File: src/slbq_pkg.sv
// ----------------------------------------------------------------------------
// Shelf and low-pass biquad cascade: shared definitions
// Widths, fixed-point constants, parameter defaults and register indexes.
// ----------------------------------------------------------------------------
package slbq_pkg;

    // Parameter defaults
    localparam int LOWPASS_STAGES_DEF = 2;
    localparam int SAMPLE_BITS_DEF    = 24;

    // Fixed-point layout
    localparam int COEF_W     = 32;   // signed Q4.28
    localparam int STATE_W    = 40;   // delay state, units of 2^-8 sample LSB
    localparam int ACC_W      = 48;   // accumulator, holds sums of three terms
    localparam int PROD_SHIFT = 20;   // product to state units
    localparam int OUT_SHIFT  = 8;    // state units to sample units

    // Configuration port
    localparam int CFG_DATA_W = 64;
    localparam int CFG_ADDR_W = 6;    // eight registers at 8-byte spacing
    localparam int REG_IDX_W  = 3;

    // Register indexes
    localparam logic [REG_IDX_W-1:0] REG_MODE     = 3'd0;
    localparam logic [REG_IDX_W-1:0] REG_SHELF_B0 = 3'd1;
    localparam logic [REG_IDX_W-1:0] REG_SHELF_B1 = 3'd2;
    localparam logic [REG_IDX_W-1:0] REG_SHELF_B2 = 3'd3;
    localparam logic [REG_IDX_W-1:0] REG_SHELF_A1 = 3'd4;
    localparam logic [REG_IDX_W-1:0] REG_SHELF_A2 = 3'd5;
    localparam logic [REG_IDX_W-1:0] REG_LP_FF    = 3'd6;
    localparam logic [REG_IDX_W-1:0] REG_LP_FB    = 3'd7;

    // Reset value of the shelf b0 coefficient: 1.0 in Q4.28
    localparam logic [COEF_W-1:0] SHELF_B0_RESET = 32'h1000_0000;

    // Input beat kinds (tuser)
    localparam logic OP_FILTER = 1'b0;
    localparam logic OP_CLEAR  = 1'b1;

endpackage

File: src/shelf_and_lowpass_biquad_cascade_top.sv
// ----------------------------------------------------------------------------
// Shelf and low-pass biquad cascade
// Optional low-shelf biquad followed by an optional cascade of identical
// low-pass biquads, transposed direct form II, on one shared multiplier.
// ----------------------------------------------------------------------------
// A sample beat (tuser = 0) is taken only while the block is idle and runs
// through every enabled stage on one shared 32-bit by SAMPLE_BITS multiplier.
// Each enabled stage runs six steps (five products plus one drain step), and
// the done state then hands the beat to the output register; in pass-through
// mode the beat goes from the idle state straight to the done state. A clear
// beat (tuser = 1) zeroes all delay states and returns no beat. Every register
// write zeroes the delay states too; write registers only while no sample is
// in flight. The output register holds a finished beat until it is taken, so
// the block can accept the next sample meanwhile.
module shelf_and_lowpass_biquad_cascade_top #(
    parameter int LOWPASS_STAGES = slbq_pkg::LOWPASS_STAGES_DEF,
    parameter int SAMPLE_BITS    = slbq_pkg::SAMPLE_BITS_DEF,
    localparam int DATA_W        = ((SAMPLE_BITS + 7) / 8) * 8
) (
    input  logic                             i_clk,
    input  logic                             i_rst_n,
    // input stream
    input  logic                             s_axis_tvalid,
    output logic                             s_axis_tready,
    input  logic [DATA_W-1:0]                s_axis_tdata,   // sample_in
    input  logic                             s_axis_tuser,   // op
    // output stream
    output logic                             m_axis_tvalid,
    input  logic                             m_axis_tready,
    output logic [DATA_W-1:0]                m_axis_tdata,   // sample_out
    output logic                             m_axis_tuser,   // clipped
    // configuration port
    input  logic                             psel,
    input  logic                             penable,
    input  logic                             pwrite,
    input  logic [slbq_pkg::CFG_ADDR_W-1:0]  paddr,
    input  logic [slbq_pkg::CFG_DATA_W-1:0]  pwdata,
    output logic [slbq_pkg::CFG_DATA_W-1:0]  prdata,
    output logic                             pready
);

    localparam int NST    = LOWPASS_STAGES + 1;
    localparam int STG_W  = $clog2(NST);
    localparam int SB     = SAMPLE_BITS;
    localparam int COEF_W = slbq_pkg::COEF_W;
    localparam int ST_W   = slbq_pkg::STATE_W;
    localparam int ACC_W  = slbq_pkg::ACC_W;
    localparam int PROD_W = COEF_W + SB;
    localparam int PSH    = slbq_pkg::PROD_SHIFT;
    localparam int OSH    = slbq_pkg::OUT_SHIFT;
    localparam int P_W    = PROD_W - PSH;

    localparam logic signed [PROD_W-1:0] PROD_HALF = PROD_W'(1) <<< (PSH - 1);
    localparam logic signed [ACC_W-1:0]  OUT_HALF  = ACC_W'(1) <<< (OSH - 1);
    localparam logic signed [ACC_W-1:0]  SMP_MAX   = (ACC_W'(1) <<< (SB - 1)) - ACC_W'(1);
    localparam logic signed [ACC_W-1:0]  SMP_MIN   = -(ACC_W'(1) <<< (SB - 1));
    localparam logic signed [ACC_W-1:0]  ZST_MAX   = (ACC_W'(1) <<< (ST_W - 1)) - ACC_W'(1);
    localparam logic signed [ACC_W-1:0]  ZST_MIN   = -(ACC_W'(1) <<< (ST_W - 1));
    localparam logic [STG_W-1:0]         LAST_STG  = STG_W'(LOWPASS_STAGES);

    typedef enum logic [2:0] {
        ST_IDLE = 3'b001,
        ST_RUN  = 3'b010,
        ST_DONE = 3'b100
    } t_state;

    typedef enum logic [2:0] {
        STEP_B0  = 3'd0,   // issue b0*x
        STEP_YA  = 3'd1,   // form b0*x + z1, issue b1*x
        STEP_Y   = 3'd2,   // round/saturate y, form b1*x + z2, issue b2*x
        STEP_B2  = 3'd3,   // hold b2*x, issue a1*y
        STEP_Z1  = 3'd4,   // write z1, issue a2*y
        STEP_Z2  = 3'd5    // write z2, advance stage
    } t_step;

    // ------------------------------------------------------------------
    // Registers
    // ------------------------------------------------------------------
    logic        [1:0]          r_mode;
    logic signed [COEF_W-1:0]   r_sh_b0, r_sh_b1, r_sh_b2, r_sh_a1, r_sh_a2;
    logic        [63:0]         r_lp_ff, r_lp_fb;
    logic signed [ST_W-1:0]     r_z1 [NST];
    logic signed [ST_W-1:0]     r_z2 [NST];

    t_state                     r_state;
    t_step                      r_step;
    logic        [STG_W-1:0]    r_stage;
    logic signed [SB-1:0]       r_x;
    logic signed [SB-1:0]       r_y;
    logic signed [PROD_W-1:0]   r_prod;
    logic signed [ACC_W-1:0]    r_acc;
    logic signed [ACC_W-1:0]    r_acc2;
    logic                       r_clip;
    logic                       r_out_valid;
    logic        [SB-1:0]       r_out_data;
    logic                       r_out_clip;

    // ------------------------------------------------------------------
    // Handshakes and configuration decode
    // ------------------------------------------------------------------
    logic                       w_in_acc;
    logic                       w_cfg_wr;
    logic [slbq_pkg::REG_IDX_W-1:0] w_idx;
    logic                       w_out_free;

    assign pready        = 1'b1;
    assign s_axis_tready = (r_state == ST_IDLE);
    assign w_in_acc      = s_axis_tvalid && s_axis_tready;
    assign w_cfg_wr      = psel && penable && pwrite;
    assign w_idx         = paddr[slbq_pkg::CFG_ADDR_W-1:3];
    assign w_out_free    = !r_out_valid || m_axis_tready;

    assign m_axis_tvalid = r_out_valid;
    assign m_axis_tdata  = DATA_W'(r_out_data);
    assign m_axis_tuser  = r_out_clip;

    // Read back register contents
    always_comb begin
        case (w_idx)
            slbq_pkg::REG_MODE:     prdata = 64'(r_mode);
            slbq_pkg::REG_SHELF_B0: prdata = 64'($unsigned(r_sh_b0));
            slbq_pkg::REG_SHELF_B1: prdata = 64'($unsigned(r_sh_b1));
            slbq_pkg::REG_SHELF_B2: prdata = 64'($unsigned(r_sh_b2));
            slbq_pkg::REG_SHELF_A1: prdata = 64'($unsigned(r_sh_a1));
            slbq_pkg::REG_SHELF_A2: prdata = 64'($unsigned(r_sh_a2));
            slbq_pkg::REG_LP_FF:    prdata = r_lp_ff;
            slbq_pkg::REG_LP_FB:    prdata = r_lp_fb;
            default:                prdata = '0;
        endcase
    end

    // Write configuration registers
    always_ff @(posedge i_clk) begin
        if (!i_rst_n) begin
            r_mode  <= '0;
            r_sh_b0 <= slbq_pkg::SHELF_B0_RESET;
            r_sh_b1 <= '0;
            r_sh_b2 <= '0;
            r_sh_a1 <= '0;
            r_sh_a2 <= '0;
            r_lp_ff <= '0;
            r_lp_fb <= '0;
        end else if (w_cfg_wr) begin
            case (w_idx)
                slbq_pkg::REG_MODE:     r_mode  <= pwdata[1:0];
                slbq_pkg::REG_SHELF_B0: r_sh_b0 <= pwdata[COEF_W-1:0];
                slbq_pkg::REG_SHELF_B1: r_sh_b1 <= pwdata[COEF_W-1:0];
                slbq_pkg::REG_SHELF_B2: r_sh_b2 <= pwdata[COEF_W-1:0];
                slbq_pkg::REG_SHELF_A1: r_sh_a1 <= pwdata[COEF_W-1:0];
                slbq_pkg::REG_SHELF_A2: r_sh_a2 <= pwdata[COEF_W-1:0];
                slbq_pkg::REG_LP_FF:    r_lp_ff <= pwdata;
                slbq_pkg::REG_LP_FB:    r_lp_fb <= pwdata;
                default:                r_mode  <= r_mode;
            endcase
        end
    end

    // ------------------------------------------------------------------
    // Coefficients of the current stage
    // ------------------------------------------------------------------
    logic signed [COEF_W-1:0] w_b0, w_b1, w_b2, w_a1, w_a2;
    logic                     w_is_shelf;

    assign w_is_shelf = (r_stage == '0);
    assign w_b0 = w_is_shelf ? r_sh_b0 : r_lp_ff[63:32];
    assign w_b1 = w_is_shelf ? r_sh_b1 : r_lp_ff[31:0];
    assign w_b2 = w_is_shelf ? r_sh_b2 : r_lp_ff[63:32];
    assign w_a1 = w_is_shelf ? r_sh_a1 : r_lp_fb[63:32];
    assign w_a2 = w_is_shelf ? r_sh_a2 : r_lp_fb[31:0];

    // ------------------------------------------------------------------
    // Shared multiplier: pick operands for the step
    // ------------------------------------------------------------------
    logic signed [COEF_W-1:0] w_mul_c;
    logic signed [SB-1:0]     w_mul_d;

    always_comb begin
        case (r_step)
            STEP_B0: begin w_mul_c = w_b0; w_mul_d = r_x; end
            STEP_YA: begin w_mul_c = w_b1; w_mul_d = r_x; end
            STEP_Y:  begin w_mul_c = w_b2; w_mul_d = r_x; end
            STEP_B2: begin w_mul_c = w_a1; w_mul_d = r_y; end
            STEP_Z1: begin w_mul_c = w_a2; w_mul_d = r_y; end
            default: begin w_mul_c = w_b0; w_mul_d = r_x; end
        endcase
    end

    always_ff @(posedge i_clk) begin
        r_prod <= PROD_W'(w_mul_c) * PROD_W'(w_mul_d);
    end

    // ------------------------------------------------------------------
    // Product rounding, shared adder and subtractor, saturation
    // ------------------------------------------------------------------
    logic signed [PROD_W-1:0] w_prnd;
    logic signed [ACC_W-1:0]  w_p;
    logic signed [ACC_W-1:0]  w_z1x, w_z2x;
    logic signed [ACC_W-1:0]  w_add;
    logic signed [ACC_W-1:0]  w_sub;
    logic signed [ACC_W-1:0]  w_yrnd;
    logic signed [ACC_W-1:0]  w_ysh;
    logic signed [SB-1:0]     w_ysat;
    logic                     w_yclip;
    logic signed [ST_W-1:0]   w_zsat;
    logic                     w_zclip;

    // Round the product half up into state units
    assign w_prnd = r_prod + PROD_HALF;
    assign w_p    = {{(ACC_W - P_W){w_prnd[PROD_W-1]}}, w_prnd[PROD_W-1:PSH]};
    assign w_z1x  = {{(ACC_W - ST_W){r_z1[r_stage][ST_W-1]}}, r_z1[r_stage]};
    assign w_z2x  = {{(ACC_W - ST_W){r_z2[r_stage][ST_W-1]}}, r_z2[r_stage]};

    // Add the pending delay state: z1 for y, z2 for the new z1
    assign w_add = w_p + ((r_step == STEP_YA) ? w_z1x : w_z2x);

    // Subtract the feedback product
    assign w_sub = ((r_step == STEP_Z2) ? r_acc2 : r_acc) - w_p;

    // Round the accumulator half up to sample units and saturate
    assign w_yrnd = r_acc + OUT_HALF;
    assign w_ysh  = w_yrnd >>> OSH;

    always_comb begin
        if (w_ysh > SMP_MAX) begin
            w_ysat  = SB'(SMP_MAX);
            w_yclip = 1'b1;
        end else if (w_ysh < SMP_MIN) begin
            w_ysat  = SB'(SMP_MIN);
            w_yclip = 1'b1;
        end else begin
            w_ysat  = SB'(w_ysh);
            w_yclip = 1'b0;
        end
    end

    always_comb begin
        if (w_sub > ZST_MAX) begin
            w_zsat  = ST_W'(ZST_MAX);
            w_zclip = 1'b1;
        end else if (w_sub < ZST_MIN) begin
            w_zsat  = ST_W'(ZST_MIN);
            w_zclip = 1'b1;
        end else begin
            w_zsat  = ST_W'(w_sub);
            w_zclip = 1'b0;
        end
    end

    // ------------------------------------------------------------------
    // Sequencer
    // ------------------------------------------------------------------
    logic w_last_stage;
    logic w_load_out;

    assign w_last_stage = (r_stage == LAST_STG) || (w_is_shelf && !r_mode[1]);
    assign w_load_out   = (r_state == ST_DONE) && w_out_free;

    always_ff @(posedge i_clk) begin
        if (!i_rst_n) begin
            r_state <= ST_IDLE;
            r_step  <= STEP_B0;
            r_stage <= '0;
        end else begin
            case (r_state)
                ST_IDLE: begin
                    if (w_in_acc && (s_axis_tuser == slbq_pkg::OP_FILTER)) begin
                        r_step  <= STEP_B0;
                        r_stage <= r_mode[0] ? STG_W'(0) : STG_W'(1);
                        r_state <= (r_mode == 2'b00) ? ST_DONE : ST_RUN;
                    end
                end
                ST_RUN: begin
                    case (r_step)
                        STEP_B0: r_step <= STEP_YA;
                        STEP_YA: r_step <= STEP_Y;
                        STEP_Y:  r_step <= STEP_B2;
                        STEP_B2: r_step <= STEP_Z1;
                        STEP_Z1: r_step <= STEP_Z2;
                        default: begin
                            // advance to the next stage or finish
                            r_step <= STEP_B0;
                            if (w_last_stage) begin
                                r_state <= ST_DONE;
                            end else begin
                                r_stage <= r_stage + STG_W'(1);
                            end
                        end
                    endcase
                end
                ST_DONE: begin
                    if (w_out_free) begin
                        r_state <= ST_IDLE;
                    end
                end
                default: r_state <= ST_IDLE;
            endcase
        end
    end

    // Datapath registers of the running sample
    always_ff @(posedge i_clk) begin
        if (w_in_acc) begin
            r_x    <= s_axis_tdata[SB-1:0];
            r_clip <= 1'b0;
        end else if (r_state == ST_RUN) begin
            case (r_step)
                STEP_YA: r_acc <= w_add;
                STEP_Y: begin
                    r_y    <= w_ysat;
                    r_acc  <= w_add;
                    r_clip <= r_clip | w_yclip;
                end
                STEP_B2: r_acc2 <= w_p;
                STEP_Z1: r_clip <= r_clip | w_zclip;
                STEP_Z2: begin
                    r_clip <= r_clip | w_zclip;
                    r_x    <= r_y;
                end
                default: r_acc <= r_acc;
            endcase
        end
    end

    // Delay states: clear on reset, clear beat or register write
    always_ff @(posedge i_clk) begin
        if (!i_rst_n || w_cfg_wr ||
            (w_in_acc && (s_axis_tuser == slbq_pkg::OP_CLEAR))) begin
            for (int i = 0; i < NST; i++) begin
                r_z1[i] <= '0;
                r_z2[i] <= '0;
            end
        end else if (r_state == ST_RUN) begin
            if (r_step == STEP_Z1) begin
                r_z1[r_stage] <= w_zsat;
            end
            if (r_step == STEP_Z2) begin
                r_z2[r_stage] <= w_zsat;
            end
        end
    end

    // Output register: hold the beat until taken
    always_ff @(posedge i_clk) begin
        if (!i_rst_n) begin
            r_out_valid <= 1'b0;
        end else if (w_load_out) begin
            r_out_valid <= 1'b1;
        end else if (m_axis_tready) begin
            r_out_valid <= 1'b0;
        end
    end

    always_ff @(posedge i_clk) begin
        if (w_load_out) begin
            r_out_data <= r_x;
            r_out_clip <= r_clip;
        end
    end

endmodule
File: config.mk
export PLATFORM = sky130hd
export DESIGN_NAME = shelf_and_lowpass_biquad_cascade_top
export DESIGN_NICKNAME = d
export VERILOG_FILES = /design/src/slbq_pkg.sv /design/src/shelf_and_lowpass_biquad_cascade_top.sv
export SDC_FILE = /design/constraint.sdc
export NUM_CORES = 2
export LEC_CHECK = 0
export BUFFER_PORTS_ARGS = -buffer_cell sky130_fd_sc_hd__buf_2
export CORE_ASPECT_RATIO = 0.8
export CORE_UTILIZATION = 41
export CTS_CLUSTER_SIZE = 24
export DETAILED_ROUTE_END_ITERATION = 8
export PLACE_DENSITY = 0.63
export SETUP_SLACK_MARGIN = 0.5
export SYNTH_ARGS = -nofsm -noshare
export SYNTH_HDL_FRONTEND = slang
export SYNTH_SLANG_ARGS = --single-unit
export TNS_END_PERCENT = 10
File: constraint.sdc
create_clock -name i_clk -period 24.2 [get_ports i_clk]
set_clock_uncertainty 0.15 [all_clocks]
set_input_delay 1.21 -clock i_clk [delete_from_list [all_inputs] [get_ports i_clk]]
set_output_delay 1.21 -clock i_clk [all_outputs]
set_load 0.02 [all_outputs]
# [Word level (Yosys, flattened, before mapping)]
# Memory sizes are Yosys's and may differ from the RTL's. A register that Yosys moved wholly into a read port is not among the register bits.
# Index checks and enable logic that the tools add are counted.
[totals] ff_bits=513 ram_bits=240 out_inout_bits=92 wordCells=159 n_memories=2
[memory_table] name="r_z1" words=3 width=40 read_ports=1 rd_clocked_by_memory_dff=1 wr=3 line_no="shelf_and_lowpass_biquad_cascade_top.sv:82" source="logic signed [ST_W-1:0] r_z1 [NST];"
[memory_table] name="r_z2" words=3 width=40 read_ports=1 rd_clocked_by_memory_dff=1 wr=3 line_no="shelf_and_lowpass_biquad_cascade_top.sv:83" source="logic signed [ST_W-1:0] r_z2 [NST];"
[op_classes] addsub=5 multipliers=1 magnitude_cmp=4 eq_ne=21 n_mux=57 bitwise=4 reduce_logical=45
[op_table] operator="$pmux 64 s8" n=1
[op_table] operator="$mux 32" n=5
[op_table] operator="$mux 40" n=4
[op_table] operator="$pmux 32 s4" n=1
[op_table] operator="$mux 24" n=5
[op_table] operator="$mux 48" n=2
[op_table] operator="$reduce_or 40->1" n=2
[op_table] operator="$add 56x21->56 const B" n=1
[op_table] operator="$mul 32x24->56" n=1
[op_table] operator="$add 36x48->48" n=1
[op_table] operator="$add 48x9->48 const B" n=1
[op_table] operator="$gt 48x40->1 const B" n=1
[op_table] operator="$lt 48x40->1 const B" n=1
[op_table] operator="$sub 48x36->48" n=1
[op_table] operator="$gt 40x24->1 const B" n=1
[op_table] operator="$lt 40x24->1 const B" n=1
[op_table] operator="$reduce_and 2->1" n=11
[op_table] operator="$eq 3x3->1 const B" n=7
[op_table] operator="$mux 1" n=19
[op_table] operator="$mux 2" n=9
[op_table] operator="$mux 3" n=6
[op_table] operator="$eq 3x2->1 const B" n=5
[op_table] operator="$pmux 3 s5" n=1
[op_table] operator="$reduce_bool 2->1" n=5
[op_table] operator="20 further kinds" n=45

# [Logic depth before layout (Yosys ltp)]
[depth] depth_word=8 ltp_mapped=38 depth_no_buf=32

# [Worst setup path after synthesis]
# Ideal clock, no wire load.
[synth_path] kind="flip-flop to flip-flop" start="reg r_stage[0]" end="reg r_prod[52]" arrival_ns=9.101 required_ns=23.955 setup_slack_ns=14.853 path_stages_with_launch=34 n_path_buf=5 synth_period_minus_slack_ns=9.347 cell_sequence="dfxtp_1 inv_1 ha_1 buf_2 buf_2 buf_2 buf_1 mux2i_1 o22ai_1 a2111oi_0 nor2_1 fa_1 inv_1 fa_1 fa_1 inv_1 fa_1 fa_1 fa_1 inv_1 fa_1 inv_1 ha_1 clkbuf_1 nand2_1 nor2_1 o21ai_0 or3b_2 o21ai_0 o21ai_1 o21ai_1 o21ai_1 or2_2 a221oi_1"
[synth_between] elab_chain_len=4 word_cells_on_any_way=8
[synth_lines] element="from (decl)" line_no="shelf_and_lowpass_biquad_cascade_top.sv:87" source="logic [STG_W-1:0] r_stage;"
[synth_lines] element="from (signal assigned)" line_no="shelf_and_lowpass_biquad_cascade_top.sv:268" source="r_stage <= r_mode[0] ? STG_W'(0) : STG_W'(1);"
[synth_lines] element="from (signal assigned)" line_no="shelf_and_lowpass_biquad_cascade_top.sv:285" source="r_stage <= r_stage + STG_W'(1);"
[synth_lines] element="$logic_not 2->1 *" line_no="shelf_and_lowpass_biquad_cascade_top.sv:164" source="assign w_is_shelf = (r_stage == '0);"
[synth_lines] element="$mux 32 (on tied branches)"
[synth_lines] element="$pmux 32 s4 *" line_no="shelf_and_lowpass_biquad_cascade_top.sv:178" source="case (r_step)"
[synth_lines] element="$mul 32x24->56 *" line_no="shelf_and_lowpass_biquad_cascade_top.sv:189" source="r_prod <= PROD_W'(w_mul_c) * PROD_W'(w_mul_d);"
[synth_lines] element="to (signal assigned)" line_no="shelf_and_lowpass_biquad_cascade_top.sv:189"
[synth_lines] element="to (decl)" line_no="shelf_and_lowpass_biquad_cascade_top.sv:90" source="logic signed [PROD_W-1:0] r_prod;"
# Mark *: on every way between the ends. The rest lies on a longest branch, timed or not.
# A chain may end at the register's enable or synchronous reset.

# [Worst setup path in the final report]
# Ends and elaborated chain as after synthesis.

==> results.sh <==
export IMPL_status="finished clean"
export IMPL_layout_common_cells="nand2_1 (1549), inv_1 (908), fa_1 (785)"
export IMPL_fin_tns_setup_ns=0
export IMPL_netSwitchingFraction_pct=39.59
export IMPL_powerDensity_nw_per_um2=65.15
export IMPL_yosys_warnings=0
export IMPL_htree_levels=3
export IMPL_syn_num_nets=8564
export IMPL_vias=54670
export IMPL_cap_violations=0
export IMPL_die_h_um=370.7
export IMPL_synth_top_family_by_area="adder cells"
export IMPL_cts_root_buf="clkbuf_16"
export IMPL_grt_pass1_wl_mm=340.3
export IMPL_grtUsageTotal_pct=26.00
export IMPL_leakagePower_nw=32.97
export IMPL_first_global_vias=54830
export IMPL_areaGrowthSynthToFinish_pct=8.926
export IMPL_postCtsSetupRepairBufs=0
export IMPL_drive_gt1_share_pct=10.13
export IMPL_path_clk_slew_ns=0.06
export IMPL_crit_slowest_cell="buf_4"
export IMPL_synthAdderAreaFrac_pct=26.83
export IMPL_synth_edf_count=477
export IMPL_dp_worst_setup_slack_ns=12.32
export IMPL_r2r_cells=27
export IMPL_dominantRegCellSynth="edfxtp_1"
export IMPL_slew_limit_headroom_pct=27.32
export IMPL_core_area_um2=167800
export IMPL_drtAntennaViolNets=0
export IMPL_synth_compound_area_share_pct=11.56
export IMPL_insertion_delay_ns=0.76
export IMPL_p_int_w=0.002987
export IMPL_synth_seq_area_share_pct=30.29
export IMPL_postCtsResizedCells=0
export IMPL_min_period_ns=12.03
export IMPL_antenna_found_initial=10
export IMPL_drt_pass1_iterations=8
export IMPL_rsz0062_at_grt="false"
export IMPL_crit_path_frequent_cell="fa_1"
export IMPL_critPathKind="reg2reg"
export IMPL_nets=8541
export IMPL_die_w_um=462.9
export IMPL_io_pins=194
export IMPL_slew_viol_final=0
export IMPL_drc=0
export IMPL_tightest_slew_ns=1.067
export IMPL_cts_num_sinks=816
export IMPL_die_area_um2=171600
export IMPL_overflow=0
export IMPL_syn_area_um2=69680
export IMPL_critPathRequiredTime_ns=24.68
export IMPL_syn_inst=7439
export IMPL_synthArstFlopShare_pct=0
export IMPL_drtIter0Drc=5874
export IMPL_ys_types=109
export IMPL_syn_avg_cell_area_um2=9.367
export IMPL_grt_max_degree=109
export IMPL_initial_core_util_pct=41.52
export IMPL_wl_mm=223.5
export IMPL_crit_fanout=68
export IMPL_seqPwrFrac_pct=33.8
export IMPL_final_fill_count=15950
export IMPL_setup_viol=0
export IMPL_multi_input_area_um2=43780
export IMPL_regArea_um2=21120
export IMPL_cts_buffers=88
export IMPL_p_clk_share_pct=27.4
export IMPL_hpwlAfterDp_mm=159.4
export IMPL_synth_xor_area_share_pct=2.413
export IMPL_period_share_pct=49.72
export IMPL_fin_ws_ns=12.17
export IMPL_detail_route_wl_per_cell_um=22.95
export IMPL_endpoint_kind="register"
export IMPL_muxShareOfSynthArea_pct=5.631
export IMPL_row_count=134
export IMPL_gp_congestion=0.9379
export IMPL_max_freq_ghz=0.08312
export IMPL_power_frac_comb_pct=38.8
export IMPL_vdd_ir_drop_max_mv=0.06260
export IMPL_whs_path_depth=0
export IMPL_ys_ff_latch=816
export IMPL_port_buffers=189
export IMPL_holdCritPathClass="reg2reg"
export IMPL_tritoncts="done"
export IMPL_ctsHoldBuffers=0
export IMPL_mostFrequentLayoutCell="nand2_1"
export IMPL_netSwitchingPower_w=0.001958
export IMPL_clock_path_buffers=3
export IMPL_max_stage_delay_ns=0.87
export IMPL_critPathLaunchType="register"
export IMPL_synth_simple_area_share_pct=15.91
export IMPL_hold_viol=0
export IMPL_via_per_inst=5.614
export IMPL_cp_arrival_ns=12.51
[routing by layer]
layer  track usage, %  vias to the layer above  wire [um]
met5                0                        -         40
met3            5.893                      391      21830
met2            39.54                     2557      97870
met4            8.165                        6       6965
met1            36.73                    27480      96830
li1                 -                    24230          -
[metrics by stage]
| step | instance area (um^2) | total power (W) | util [%] | hold slack, ns | cells |
|---|---|---|---|---|---|
| floorplan | 69680 | 0.003031 | - | 0.2581 | 7439 |
| global placement | 73020 | 0.003550 | 43.51 | 0.2978 | 9570 |
| detailed placement | 73020 | 0.003561 | 43.51 | 0.2804 | 9570 |
| CTS | 75890 | 0.004935 | 45.22 | 0.2997 | 9734 |
| global route | 75900 | 0.005193 | 45.22 | 0.3095 | 9737 |
| finish | 75900 | 0.004945 | 45.23 | 0.3023 | 9738 |
[synthesized netlist by cell type (26+ instances only)]
master | n | area [um^2]
a2111o_1 | 29 | 326.6
a21boi_0 | 298 | 2237
a21o_1 | 87 | 653.1
a21oi_1 | 200 | 1001
a21oi_2 | 26 | 227.7
a22o_1 | 47 | 411.6
a22oi_1 | 27 | 202.7
and2_1 | 71 | 444.2
and3_1 | 43 | 269.0
buf_1 | 27 | 101.4
buf_2 | 32 | 160.2
clkbuf_1 | 357 | 1340
dfxtp_1 | 339 | 6787
edfxtp_1 | 477 | 14320
fa_1 | 785 | 15720
ha_1 | 238 | 2978
inv_1 | 908 | 3408
mux2_2 | 66 | 743.2
mux2i_1 | 122 | 1221
mux4_2 | 87 | 1959
nand2_1 | 1563 | 5867
nand2b_1 | 51 | 319.1
nand3_1 | 75 | 375.4
nand4_1 | 38 | 237.7
nor2_1 | 661 | 2481
nor2b_1 | 51 | 319.1
nor3_1 | 32 | 160.2
o21ai_0 | 134 | 670.6
o21bai_1 | 33 | 247.7
o22ai_1 | 35 | 219.0
xnor2_1 | 120 | 1051
xor2_1 | 72 | 630.6
[power groups by stage]
| stage | Combinational, W | Clock [W] | Sequential, W |
|---|---|---|---|
| floorplan | 0.00135 | 0 | 0.00168 |
| global placement | 0.00185 | 0 | 0.00170 |
| detailed placement | 0.00186 | 0 | 0.00170 |
| CTS | 0.00189 | 0.00138 | 0.00167 |
| global route | 0.00209 | 0.00142 | 0.00168 |
| finish | 0.00192 | 0.00136 | 0.00167 |
[sequential cells by signal (all words and copies together), names as in the netlist, 36 cells and up, named ones only]
name / count
r_prod: 37
r_z2: 160
r_acc2: 36
r_z1: 160
r_acc: 48
r_lp_fb: 64
r_lp_ff: 64
[worst paths after layout]
kind | startpoint | end | slack [ns]
setup / recovery | r_stage[0] | r_prod[52] | 12.17
hold / removal | r_x[16] | m_axis_tdata[16] | 0.30
setup reg to reg | r_stage[0] | r_prod[52] | 12.17
hold reg to reg | r_x[16] | m_axis_tdata[16] | 0.30
[critical path, delay by kind of cell (launching register included)]
kind	cells	cell delay, ns
multiplexers	1	0.20
buffers and inverters	6	1.96
AND/OR/NAND/NOR	4	1.29
flip-flops	1	0.35
adder cells (fa/ha/maj)	9	4.99
AO/OA/AOI/OAI	7	2.84
[kinds of logic after synthesis]
logic type               after synthesis
AO/OA/AOI/OAI                       1125
other                                  1
multiplexers                         275
AND/OR/NAND/NOR                     2667
XOR/XNOR                             192
adder cells (fa/ha/maj)             1023
buffers and inverters               1340
flip-flops                           816
[area by class of cell]
type,count,area share (%)
multi-input combinational,5283,57.67
inverter,915,4.527
clock inverter,48,0.6297
sequential,816,27.82
timing repair buffer,312,2.474
clock buffer,116,3.162
antenna,4,0.01319
tap,2244,3.699
No activity file was read; power rests on OpenSTA's default activity.
